**config.mk**
```make
export PLATFORM = sky130hd
export DESIGN_NAME = psg_music_stream_decoder_unit
export DESIGN_NICKNAME = d
export VERILOG_FILES = /design/src/hw/rtl/psgd_pkg.sv /design/src/hw/rtl/psgd_front.sv /design/src/hw/rtl/psgd_back.sv /design/src/hw/rtl/psg_music_stream_decoder_unit.sv
export SDC_FILE = /design/constraint.sdc
export NUM_CORES = 1
export LEC_CHECK = 0
export BUFFER_PORTS_ARGS = -buffer_cell sky130_fd_sc_hd__buf_2
export CAP_MARGIN = 20
export CORE_ASPECT_RATIO = 1.4
export CORE_UTILIZATION = 40
export CTS_BUF_LIST = sky130_fd_sc_hd__clkbuf_8
export DETAILED_ROUTE_END_ITERATION = 16
export PLACE_DENSITY = 0.58
export SYNTH_ARGS = -nofsm -noshare
export SYNTH_HDL_FRONTEND = slang
export SYNTH_SLANG_ARGS = --single-unit
```
**constraint.sdc**
```tcl
create_clock -name aclk -period 6.4 [get_ports aclk]
set_clock_uncertainty 0.15 [all_clocks]
set_input_delay 0 -clock aclk [delete_from_list [all_inputs] [get_ports aclk]]
set_output_delay 0 -clock aclk [all_outputs]
set_load 0.005 [all_outputs]
```
**src/hw/rtl/psgd_pkg.sv**
```systemverilog
package psgd_pkg;

    typedef enum logic [2:0] {
        K_WRITE  = 3'd0,
        K_KEYON  = 3'd1,
        K_KEYOFF = 3'd2,
        K_ENVSEL = 3'd3,
        K_DUE    = 3'd4,
        K_WAIT   = 3'd5,
        K_END    = 3'd6,
        K_ERROR  = 3'd7
    } kind_t;

    typedef enum logic [1:0] {
        F_BYTE  = 2'd0,
        F_TICK  = 2'd1,
        F_LEVEL = 2'd2,
        F_START = 2'd3
    } func_t;

    typedef enum logic [5:0] {
        PH_HEAD0 = 6'b000001,
        PH_HEAD1 = 6'b000010,
        PH_CMD   = 6'b000100,
        PH_OPND1 = 6'b001000,
        PH_OPND2 = 6'b010000,
        PH_SKIP  = 6'b100000
    } phase_t;

    // one result item
    typedef struct packed {
        logic [2:0] kind;
        logic [3:0] reg_addr;
        logic [7:0] reg_value;
        logic [3:0] env_index;
    } res_t;

    // work handed from the front to the back: up to three results
    typedef struct packed {
        logic [1:0] count;
        res_t       r0;
        res_t       r1;
        res_t       r2;
    } job_t;

    // body command codes, high nibble of the command byte
    localparam logic [3:0] OP_TONE_KEY  = 4'h0;
    localparam logic [3:0] OP_KEY_OFF   = 4'h1;
    localparam logic [3:0] OP_NOISE_A   = 4'h2;
    localparam logic [3:0] OP_NOISE_B   = 4'h3;
    localparam logic [3:0] OP_CYCLE     = 4'h4;
    localparam logic [3:0] OP_MIXER     = 4'h7;
    localparam logic [3:0] OP_AMP       = 4'h8;
    localparam logic [3:0] OP_PATTERN   = 4'h9;
    localparam logic [3:0] OP_ENV_SEL   = 4'hc;
    localparam logic [3:0] OP_PAT_CYCLE = 4'hd;
    localparam logic [3:0] OP_TONE      = 4'he;

    // sound generator register numbers
    localparam logic [3:0] REG_NOISE      = 4'd6;
    localparam logic [3:0] REG_MIXER      = 4'd7;
    localparam logic [3:0] REG_VOL_BASE   = 4'd8;
    localparam logic [3:0] REG_ENV_FINE   = 4'd11;
    localparam logic [3:0] REG_ENV_COARSE = 4'd12;
    localparam logic [3:0] REG_ENV_SHAPE  = 4'd13;

    localparam int QDEPTH = 4;
    localparam logic [7:0] END_MARK = 8'd255;
    localparam logic [4:0] NOISE_MASK = 5'h1f;
    localparam logic [7:0] HW_ENV_VOL = 8'h10;
    localparam int LEVEL_OFFSET = 30;

    function automatic res_t mk(input kind_t k, input logic [3:0] a,
                                input logic [7:0] v, input logic [3:0] e);
        res_t r;
        r.kind = k;
        r.reg_addr = a;
        r.reg_value = v;
        r.env_index = e;
        return r;
    endfunction

endpackage

```
**src/hw/rtl/psgd_front.sv**
```systemverilog
module psgd_front #(
    parameter int SPEED_UNIT = 4,
    parameter int VOICES = 3
) (
    input  logic              aclk,
    input  logic              aresetn,
    input  logic              in_valid,
    input  logic [1:0]        func,
    input  logic [1:0]        channel,
    input  logic [7:0]        data,
    input  logic              muted,
    input  logic [3:0]        master_volume,
    output logic              job_valid,
    output psgd_pkg::job_t    job
);

    localparam int CW = (VOICES > 1) ? $clog2(VOICES) : 1;

    psgd_pkg::phase_t phase_reg [VOICES];
    logic [2:0]  body_reg [VOICES];
    logic [7:0]  pend_reg [VOICES];
    logic [7:0]  hhigh_reg [VOICES];
    logic [15:0] wait_reg [VOICES];
    logic [3:0]  amp_reg [VOICES];
    logic        hwon_reg [VOICES];
    logic        act_reg [VOICES];
    logic [3:0]  pat_reg;

    psgd_pkg::phase_t ph_next;
    logic [2:0]  body_next;
    logic [7:0]  pend_next;
    logic [7:0]  hhigh_next;
    logic [15:0] wait_next;
    logic [3:0]  amp_next;
    logic        hwon_next;
    logic        act_next;
    logic [3:0]  pat_next;

    logic [CW-1:0] ch;
    logic          ch_ok;
    logic [3:0]    nib;
    logic [2:0]    bl;
    logic [1:0]    need;
    logic [17:0]   wsum;
    logic [6:0]    lvl;
    logic [3:0]    vol_addr;
    logic [3:0]    tone_hi;
    logic [3:0]    tone_lo;
    psgd_pkg::res_t r0, r1, r2;
    logic [1:0]    cnt;

    assign ch = channel[CW-1:0];
    assign ch_ok = (32'(channel) < VOICES);
    assign nib = data[7:4];
    assign vol_addr = psgd_pkg::REG_VOL_BASE + 4'(channel);
    assign tone_hi = 4'd1 + {1'b0, channel, 1'b0};
    assign tone_lo = {1'b0, channel, 1'b0};

    always_comb begin
        ph_next = phase_reg[ch];
        body_next = body_reg[ch];
        pend_next = pend_reg[ch];
        hhigh_next = hhigh_reg[ch];
        wait_next = wait_reg[ch];
        amp_next = amp_reg[ch];
        hwon_next = hwon_reg[ch];
        act_next = act_reg[ch];
        pat_next = pat_reg;
        r0 = '0;
        r1 = '0;
        r2 = '0;
        cnt = 2'd0;
        bl = (body_reg[ch] != 3'd0) ? body_reg[ch] - 3'd1 : 3'd0;
        need = 2'd0;
        wsum = 18'({2'b0, wait_reg[ch]}) +
               18'(SPEED_UNIT) * 18'({hhigh_reg[ch][4:0], data});
        lvl = 7'({3'b0, nib}) + 7'({3'b0, amp_reg[ch]}) + 7'({3'b0, master_volume});
        if (func == psgd_pkg::F_START) begin
            act_next = 1'b1;
            ph_next = psgd_pkg::PH_HEAD0;
            body_next = 3'd0;
            wait_next = 16'd0;
        end else if (act_reg[ch]) begin
            unique case (func)
                psgd_pkg::F_TICK: begin
                    cnt = 2'd1;
                    if (16'(data) < wait_reg[ch]) begin
                        wait_next = wait_reg[ch] - 16'(data);
                        r0 = psgd_pkg::mk(psgd_pkg::K_WAIT, 4'd0, 8'd0, 4'd0);
                    end else begin
                        wait_next = 16'd0;
                        r0 = psgd_pkg::mk(psgd_pkg::K_DUE, 4'd0, 8'd0, 4'd0);
                    end
                end
                psgd_pkg::F_LEVEL: begin
                    if (!muted && !hwon_reg[ch]) begin
                        cnt = 2'd1;
                        r0 = psgd_pkg::mk(psgd_pkg::K_WRITE, vol_addr,
                            (lvl > 7'(psgd_pkg::LEVEL_OFFSET)) ?
                            8'(lvl - 7'(psgd_pkg::LEVEL_OFFSET)) : 8'd0, 4'd0);
                    end
                end
                psgd_pkg::F_BYTE: begin
                    unique case (phase_reg[ch])
                        psgd_pkg::PH_HEAD0: begin
                            if (data == psgd_pkg::END_MARK) begin
                                act_next = 1'b0;
                                cnt = 2'd1;
                                r0 = psgd_pkg::mk(psgd_pkg::K_END, 4'd0, 8'd0, 4'd0);
                            end else begin
                                hhigh_next = data;
                                ph_next = psgd_pkg::PH_HEAD1;
                            end
                        end
                        psgd_pkg::PH_HEAD1: begin
                            wait_next = (wsum > 18'hffff) ? 16'hffff : wsum[15:0];
                            body_next = hhigh_reg[ch][7:5];
                            if (hhigh_reg[ch][7:5] == 3'd0) ph_next = psgd_pkg::PH_HEAD0;
                            else ph_next = muted ? psgd_pkg::PH_SKIP : psgd_pkg::PH_CMD;
                        end
                        psgd_pkg::PH_SKIP: begin
                            body_next = bl;
                            if (bl == 3'd0) ph_next = psgd_pkg::PH_HEAD0;
                        end
                        psgd_pkg::PH_CMD: begin
                            body_next = bl;
                            case (nib) inside
                                psgd_pkg::OP_TONE_KEY, psgd_pkg::OP_TONE,
                                psgd_pkg::OP_MIXER:     need = 2'd1;
                                psgd_pkg::OP_CYCLE,
                                psgd_pkg::OP_PAT_CYCLE: need = 2'd2;
                                default:                need = 2'd0;
                            endcase
                            if (3'(need) > bl) begin
                                act_next = 1'b0;
                                ph_next = psgd_pkg::PH_HEAD0;
                                body_next = 3'd0;
                                cnt = 2'd1;
                                r0 = psgd_pkg::mk(psgd_pkg::K_ERROR, 4'd0, 8'd0, 4'd0);
                            end else begin
                                pend_next = data;
                                ph_next = (bl != 3'd0) ? psgd_pkg::PH_CMD
                                                       : psgd_pkg::PH_HEAD0;
                                case (nib) inside
                                    psgd_pkg::OP_TONE_KEY: begin
                                        r0 = psgd_pkg::mk(psgd_pkg::K_KEYON, 4'd0, 8'd0, 4'd0);
                                        r1 = psgd_pkg::mk(psgd_pkg::K_WRITE,
                                                          psgd_pkg::REG_ENV_SHAPE,
                                                          {4'd0, pat_reg}, 4'd0);
                                        r2 = psgd_pkg::mk(psgd_pkg::K_WRITE, vol_addr,
                                                          psgd_pkg::HW_ENV_VOL, 4'd0);
                                        cnt = hwon_reg[ch] ? 2'd3 : 2'd1;
                                        ph_next = psgd_pkg::PH_OPND1;
                                    end
                                    psgd_pkg::OP_TONE, psgd_pkg::OP_MIXER,
                                    psgd_pkg::OP_CYCLE: ph_next = psgd_pkg::PH_OPND1;
                                    psgd_pkg::OP_KEY_OFF: begin
                                        r0 = psgd_pkg::mk(psgd_pkg::K_KEYOFF, 4'd0, 8'd0, 4'd0);
                                        r1 = psgd_pkg::mk(psgd_pkg::K_WRITE, vol_addr,
                                                          8'd0, 4'd0);
                                        cnt = hwon_reg[ch] ? 2'd2 : 2'd1;
                                    end
                                    psgd_pkg::OP_NOISE_A, psgd_pkg::OP_NOISE_B: begin
                                        cnt = 2'd1;
                                        r0 = psgd_pkg::mk(psgd_pkg::K_WRITE, psgd_pkg::REG_NOISE,
                                            {3'd0, data[4:0] & psgd_pkg::NOISE_MASK}, 4'd0);
                                    end
                                    psgd_pkg::OP_AMP: begin
                                        amp_next = data[3:0];
                                        hwon_next = 1'b0;
                                    end
                                    psgd_pkg::OP_ENV_SEL: begin
                                        hwon_next = 1'b0;
                                        cnt = 2'd1;
                                        r0 = psgd_pkg::mk(psgd_pkg::K_ENVSEL, 4'd0, 8'd0,
                                                          data[3:0]);
                                    end
                                    psgd_pkg::OP_PATTERN, psgd_pkg::OP_PAT_CYCLE: begin
                                        pat_next = data[3:0];
                                        hwon_next = 1'b1;
                                        if (nib == psgd_pkg::OP_PAT_CYCLE)
                                            ph_next = psgd_pkg::PH_OPND1;
                                    end
                                    default: begin
                                        act_next = 1'b0;
                                        ph_next = psgd_pkg::PH_HEAD0;
                                        body_next = 3'd0;
                                        cnt = 2'd1;
                                        r0 = psgd_pkg::mk(psgd_pkg::K_ERROR, 4'd0, 8'd0, 4'd0);
                                    end
                                endcase
                            end
                        end
                        psgd_pkg::PH_OPND1: begin
                            body_next = bl;
                            ph_next = (bl != 3'd0) ? psgd_pkg::PH_CMD : psgd_pkg::PH_HEAD0;
                            if (pend_reg[ch][7:4] == psgd_pkg::OP_TONE_KEY ||
                                pend_reg[ch][7:4] == psgd_pkg::OP_TONE) begin
                                cnt = 2'd2;
                                r0 = psgd_pkg::mk(psgd_pkg::K_WRITE, tone_hi,
                                                  {4'd0, pend_reg[ch][3:0]}, 4'd0);
                                r1 = psgd_pkg::mk(psgd_pkg::K_WRITE, tone_lo, data, 4'd0);
                            end else if (pend_reg[ch][7:4] == psgd_pkg::OP_MIXER) begin
                                cnt = 2'd1;
                                r0 = psgd_pkg::mk(psgd_pkg::K_WRITE, psgd_pkg::REG_MIXER,
                                                  data, 4'd0);
                            end else begin
                                cnt = 2'd1;
                                r0 = psgd_pkg::mk(psgd_pkg::K_WRITE, psgd_pkg::REG_ENV_COARSE,
                                                  data, 4'd0);
                                ph_next = psgd_pkg::PH_OPND2;
                            end
                        end
                        psgd_pkg::PH_OPND2: begin
                            body_next = bl;
                            ph_next = (bl != 3'd0) ? psgd_pkg::PH_CMD : psgd_pkg::PH_HEAD0;
                            cnt = 2'd1;
                            r0 = psgd_pkg::mk(psgd_pkg::K_WRITE, psgd_pkg::REG_ENV_FINE,
                                              data, 4'd0);
                        end
                        default: ph_next = psgd_pkg::PH_HEAD0;
                    endcase
                end
                default: ;
            endcase
        end
    end

    always_ff @(posedge aclk) begin
        if (!aresetn) begin
            for (int i = 0; i < VOICES; i++) begin
                phase_reg[i] <= psgd_pkg::PH_HEAD0;
                body_reg[i] <= 3'd0;
                pend_reg[i] <= 8'd0;
                hhigh_reg[i] <= 8'd0;
                wait_reg[i] <= 16'd0;
                amp_reg[i] <= 4'd0;
                hwon_reg[i] <= 1'b0;
                act_reg[i] <= 1'b0;
            end
            pat_reg <= 4'd0;
        end else if (in_valid && ch_ok) begin
            phase_reg[ch] <= ph_next;
            body_reg[ch] <= body_next;
            pend_reg[ch] <= pend_next;
            hhigh_reg[ch] <= hhigh_next;
            wait_reg[ch] <= wait_next;
            amp_reg[ch] <= amp_next;
            hwon_reg[ch] <= hwon_next;
            act_reg[ch] <= act_next;
            pat_reg <= pat_next;
        end
    end

    assign job_valid = in_valid && ch_ok && (cnt != 2'd0);
    assign job.count = cnt;
    assign job.r0 = r0;
    assign job.r1 = r1;
    assign job.r2 = r2;

endmodule

```
**src/hw/rtl/psgd_back.sv**
```systemverilog
module psgd_back (
    input  logic              aclk,
    input  logic              aresetn,
    input  logic              job_valid,
    input  psgd_pkg::job_t    job,
    output logic              job_ready,
    output logic              m_tvalid,
    input  logic              m_tready,
    output logic [2:0]        m_tuser,
    output logic [15:0]       m_tdata,
    output logic              m_tlast
);

    localparam int AW = $clog2(psgd_pkg::QDEPTH);

    psgd_pkg::job_t q_reg [psgd_pkg::QDEPTH];
    logic [AW-1:0] wp_reg, rp_reg;
    logic [AW:0]   cnt_reg;
    logic [1:0]    sub_reg;
    logic          push, pop;
    psgd_pkg::job_t head;
    psgd_pkg::res_t cur;

    assign head = q_reg[rp_reg];
    assign job_ready = (cnt_reg < (AW+1)'(psgd_pkg::QDEPTH));
    assign push = job_valid && job_ready;
    assign m_tvalid = (cnt_reg != '0);
    assign m_tlast = (2'(sub_reg + 2'd1) == head.count);
    assign pop = m_tvalid && m_tready && m_tlast;

    always_comb begin
        case (sub_reg)
            2'd0:    cur = head.r0;
            2'd1:    cur = head.r1;
            default: cur = head.r2;
        endcase
    end

    assign m_tuser = cur.kind;
    assign m_tdata = {cur.env_index, cur.reg_value, cur.reg_addr};

    always_ff @(posedge aclk) begin
        if (push) q_reg[wp_reg] <= job;
    end

    always_ff @(posedge aclk) begin
        if (!aresetn) begin
            wp_reg <= '0;
            rp_reg <= '0;
            cnt_reg <= '0;
            sub_reg <= 2'd0;
        end else begin
            if (push) wp_reg <= wp_reg + 1'b1;
            if (pop) rp_reg <= rp_reg + 1'b1;
            cnt_reg <= cnt_reg + (AW+1)'(push) - (AW+1)'(pop);
            if (m_tvalid && m_tready) sub_reg <= m_tlast ? 2'd0 : sub_reg + 2'd1;
        end
    end

    a_cnt_max: assert property (@(posedge aclk) disable iff (!aresetn)
        cnt_reg <= (AW+1)'(psgd_pkg::QDEPTH)) else $error("queue overflow");
    a_head_cnt: assert property (@(posedge aclk) disable iff (!aresetn)
        m_tvalid |-> head.count != 2'd0) else $error("empty job queued");
    a_sub: assert property (@(posedge aclk) disable iff (!aresetn)
        m_tvalid |-> sub_reg < head.count) else $error("sub index past job");

endmodule

```
**src/hw/rtl/psg_music_stream_decoder_unit.sv**
```systemverilog
// channel | dir | fields (low bit up)
// s_axis  | in  | tuser: func; tdata: channel[1:0] data[9:2] muted[10]
// m_axis  | out | tuser: kind; tdata: reg_addr[3:0] reg_value[11:4] env_index[15:12]
// m_axis  | out | tlast: last
// cfg     | in  | cfg_data: master_volume
// one input item per cycle; results one per cycle if m_tready, up to three per item
// a four-entry job queue between decode and output sets the stall slack
// s_tready drops only while that queue is full
// synchronous active-low reset returns all voices inactive, master volume 15
module psg_music_stream_decoder_unit #(
    parameter int SPEED_UNIT = 4,
    parameter int VOICES = 3
) (
    input  logic        aclk,
    input  logic        aresetn,
    input  logic        s_tvalid,
    output logic        s_tready,
    input  logic [1:0]  s_tuser,   // func
    input  logic [15:0] s_tdata,   // channel, data, muted
    output logic        m_tvalid,
    input  logic        m_tready,
    output logic [2:0]  m_tuser,   // kind
    output logic [15:0] m_tdata,   // reg_addr, reg_value, env_index
    output logic        m_tlast,
    input  logic        cfg_valid,
    output logic        cfg_ready,
    input  logic [3:0]  cfg_data
);

    logic [3:0] mvol_reg;
    logic job_valid, job_ready;
    psgd_pkg::job_t job;

    assign cfg_ready = 1'b1;

    always_ff @(posedge aclk) begin
        if (!aresetn) mvol_reg <= 4'd15;
        else if (cfg_valid) mvol_reg <= cfg_data;
    end

    assign s_tready = job_ready;

    psgd_front #(.SPEED_UNIT(SPEED_UNIT), .VOICES(VOICES)) u_front (
        .aclk(aclk), .aresetn(aresetn),
        .in_valid(s_tvalid && s_tready),
        .func(s_tuser), .channel(s_tdata[1:0]), .data(s_tdata[9:2]),
        .muted(s_tdata[10]), .master_volume(mvol_reg),
        .job_valid(job_valid), .job(job)
    );

    psgd_back u_back (
        .aclk(aclk), .aresetn(aresetn),
        .job_valid(job_valid), .job(job), .job_ready(job_ready),
        .m_tvalid(m_tvalid), .m_tready(m_tready), .m_tuser(m_tuser),
        .m_tdata(m_tdata), .m_tlast(m_tlast)
    );

endmodule

```
==> impl_metrics.env <==
export IMPL_cellPowerDensity_nw_per_um2=252
export IMPL_final_cell_mix="326 x edfxtp_1, 168 x nor2_1, 93 x inv_1, 82 x mux4_2, 64 x nand2_1"
export IMPL_vias=11200
export IMPL_wirelength_mm=43.8
export IMPL_grt_busiest_layer="met2"
export IMPL_core_area_sq_um=43100
export IMPL_maxCapViolCount=0
export IMPL_final_common_cell="edfxtp_1"
export IMPL_wl_per_cell_um=21.4
export IMPL_place_hpwl_mm=28.0
export IMPL_synthAdderAreaFrac_pct=3.57
export IMPL_crit_fanout=20
export IMPL_ys_types=83
export IMPL_synth_seq_cells=351
export IMPL_clk_pin_slew_ps=60
export IMPL_overflow=0
export IMPL_grt_met2_usage_pct=37.1
export IMPL_ys_warn_count=0
export IMPL_hold_slack_ps=71.0
export IMPL_slew_headroom_pct=26.9
export IMPL_drive_above_1_share_pct=16.9
export IMPL_die_w_um=179
export IMPL_p_leak_nw=7.09
export IMPL_fin_ws_ps=1890
export IMPL_synth_async_reset_ratio_pct=0
export IMPL_drc=0
export IMPL_largest_reg_flops=144
export IMPL_hp_class="in -> reg"
export IMPL_die_area_sq_um=44600
export IMPL_ys_dominant_reg_cell="edfxtp_1"
export IMPL_io_pins=50
export IMPL_synthCells=1321
export IMPL_grt_total_usage_pct=20.2
export IMPL_vias_per_cell=5.49
export IMPL_stdcell_count=2046
export IMPL_cts_buffers=54
export IMPL_drv_slew=0
export IMPL_status="complete, no violations"
export IMPL_die_y_um=249
export IMPL_path_class="in -> reg"
export IMPL_placed_cells=1914
export IMPL_area_delta_synth_final_pct=13.0
export IMPL_rr_worst_depth=13
export IMPL_post_place_ws_ps=1620
export IMPL_root_buffer="clkbuf_8"
export IMPL_cts_tree="yes"
export IMPL_synth_xor_area_share_pct=1.50
export IMPL_io_buffer_count=43
export IMPL_first_pass_iters=7
export IMPL_grt_max_degree=47
export IMPL_htree_levels=2
export IMPL_finalWeightedCongestion=0.905
export IMPL_place_area_sq_um=18500
export IMPL_ir_drop_uv=164
export IMPL_setup_viol=0
export IMPL_synth_compound_area_share_pct=8.89
export IMPL_fin_area_sq_um=19800
export IMPL_syn_area_per_cell_sq_um=13.2
export IMPL_ctsLongestPathBuffers=3
export IMPL_clkLatencyLatePin_ps=630
export IMPL_arrival_ps=4630
export IMPL_synth_edf_count=326
export IMPL_rows=90
export IMPL_worstMarginPinSlew_ps=1080
export IMPL_fillers=3949
export IMPL_finalSetupTns_ps=0
export IMPL_muxShareOfSynthArea_pct=12.1
export IMPL_finalHoldViolations=0
export IMPL_initial_core_util_pct=40.6
export IMPL_synth_top_family_by_area="multiplexers"
export IMPL_hold_depth=2
export IMPL_clock_sinks=351
export IMPL_fmax_mhz=222
export IMPL_met1_usage_pct=23.2
export IMPL_ys_seq_area_share_pct=58.8
export IMPL_crit_required_ps=6520
export IMPL_detail_route_antenna_nets=0
export IMPL_period_share_pct=70.5
export IMPL_grt_pass1_vias=11700
export IMPL_grt_first_pass_wirelength_mm=67.1
export IMPL_num_nets_final=1524
export IMPL_antenna_found_initial=1
export IMPL_rsz0062_at_grt="no"
export IMPL_drt_iter0_markers=630
export IMPL_syn_area_sq_um=17500
export IMPL_synthSimpleGateAreaFrac_pct=11.7
export IMPL_layout_min_cycle_time_ps=4510
export IMPL_startpoint_type="input pin"
export IMPL_grtUsageMet3_pct=2.76
export IMPL_end_kind="flop"
cells in the mapped netlist, types with 5 or more instances:
library cell | number | area (sq um)
a211oi_1 | 10 | 75.1
a21o_1 | 19 | 143
a21oi_1 | 60 | 300
a221oi_2 | 5 | 75.1
a22o_1 | 10 | 87.6
a22oi_1 | 15 | 113
a31oi_1 | 5 | 31.3
and2_1 | 36 | 225
and3_1 | 15 | 93.8
buf_1 | 7 | 26.3
buf_2 | 9 | 45.0
clkbuf_1 | 48 | 180
dfxtp_1 | 25 | 500
edfxtp_1 | 326 | 9790
fa_1 | 5 | 100
ha_1 | 42 | 526
inv_1 | 75 | 282
mux2i_1 | 23 | 230
mux4_2 | 82 | 1850
nand2_1 | 67 | 251
nand3_1 | 22 | 110
nand4_1 | 11 | 68.8
nand4b_1 | 5 | 43.8
nor2_1 | 168 | 631
nor2b_1 | 20 | 125
nor3_1 | 21 | 105
nor3b_1 | 8 | 60.1
o21ai_0 | 49 | 245
o31ai_1 | 5 | 37.5
xnor2_1 | 19 | 166
xor2_1 | 11 | 96.3
path summary, 6_finish.rpt:
check / start / end / slack [ps]
hold / removal: s_tdata[7] / u_back.q_reg[1][28] / 70
setup / recovery: s_tdata[8] / u_back.q_reg[3][48] / 1890
setup reg to reg: u_front.body_reg[2][1] / u_back.q_reg[3][48] / 1950
hold reg to reg: u_front.hwon_reg[2] / u_front.hwon_reg[2] / 320
cell families (layout without fill, tap and decap cells):
group,after synthesis,count (layout)
AND/OR/NAND/NOR,411,411
multiplexers,108,108
AO/OA/AOI/OAI,226,226
XOR/XNOR,30,30
adder cells (fa/ha/maj),47,47
buffers and inverters,146,272
flip-flops,351,351
other,2,49
cell type report:
| type | instances | area [sq um] | share of cell area [%] |
|---|---|---|---|
| clock inverters | 45 | 254 | 1.28 |
| repair buffers | 96 | 696 | 3.52 |
| diodes | 1 | 2.50 | 0.0127 |
| well taps | 552 | 691 | 3.49 |
| multi-input cells | 870 | 6800 | 34.4 |
| clock buffers | 54 | 743 | 3.76 |
| flip-flops and latches | 351 | 10300 | 52.1 |
| inverters | 77 | 289 | 1.46 |
repair_timing:
item | in CTS | in global routing
endpoints found under the setup margin | 0 | 0
hold buffers | 32 | 0
resized for setup | 0 | 0
hold endpoints to repair | 110 | 0
buffers inserted | 0 | 0
power by group:
group	internal (mW)	total (mW)	switching, mW
Sequential	2.57	2.59	0.0178
Clock	0.872	1.75	0.879
Combinational	0.242	0.635	0.393
worst max-delay path, stage by stage:
cell and delay, ps:
dlygate4sd3_1 520, buf_2 390, clkinv_1 540, nor3_1 430
ha_1 290, nor2b_1 130, o21ai_1 110, buf_4 210
nor4b_2 440, a21oi_1 180, a41oi_2 230, o21a_4 210
and2_2 470, buf_4 410
metrics by stage:
step | power [mW] | util, %
CTS | 5.03 | 45.8
global placement | 3.24 | 42.8
global route | 5.18 | 45.8
detailed placement | 3.25 | 42.8
finish | 4.98 | 45.8
floorplan | 3.08 | -
per-layer routing:
| metal | up-vias | part of all wire (%) |
|---|---|---|
| met1 | 5613 | 38 |
| li1 | 5213 | - |
| met4 | 0 | 3.2 |
| met3 | 99 | 4.6 |
| met2 | 309 | 54 |
| met5 | - | 0 |
(Power assumes the default switching activity.)
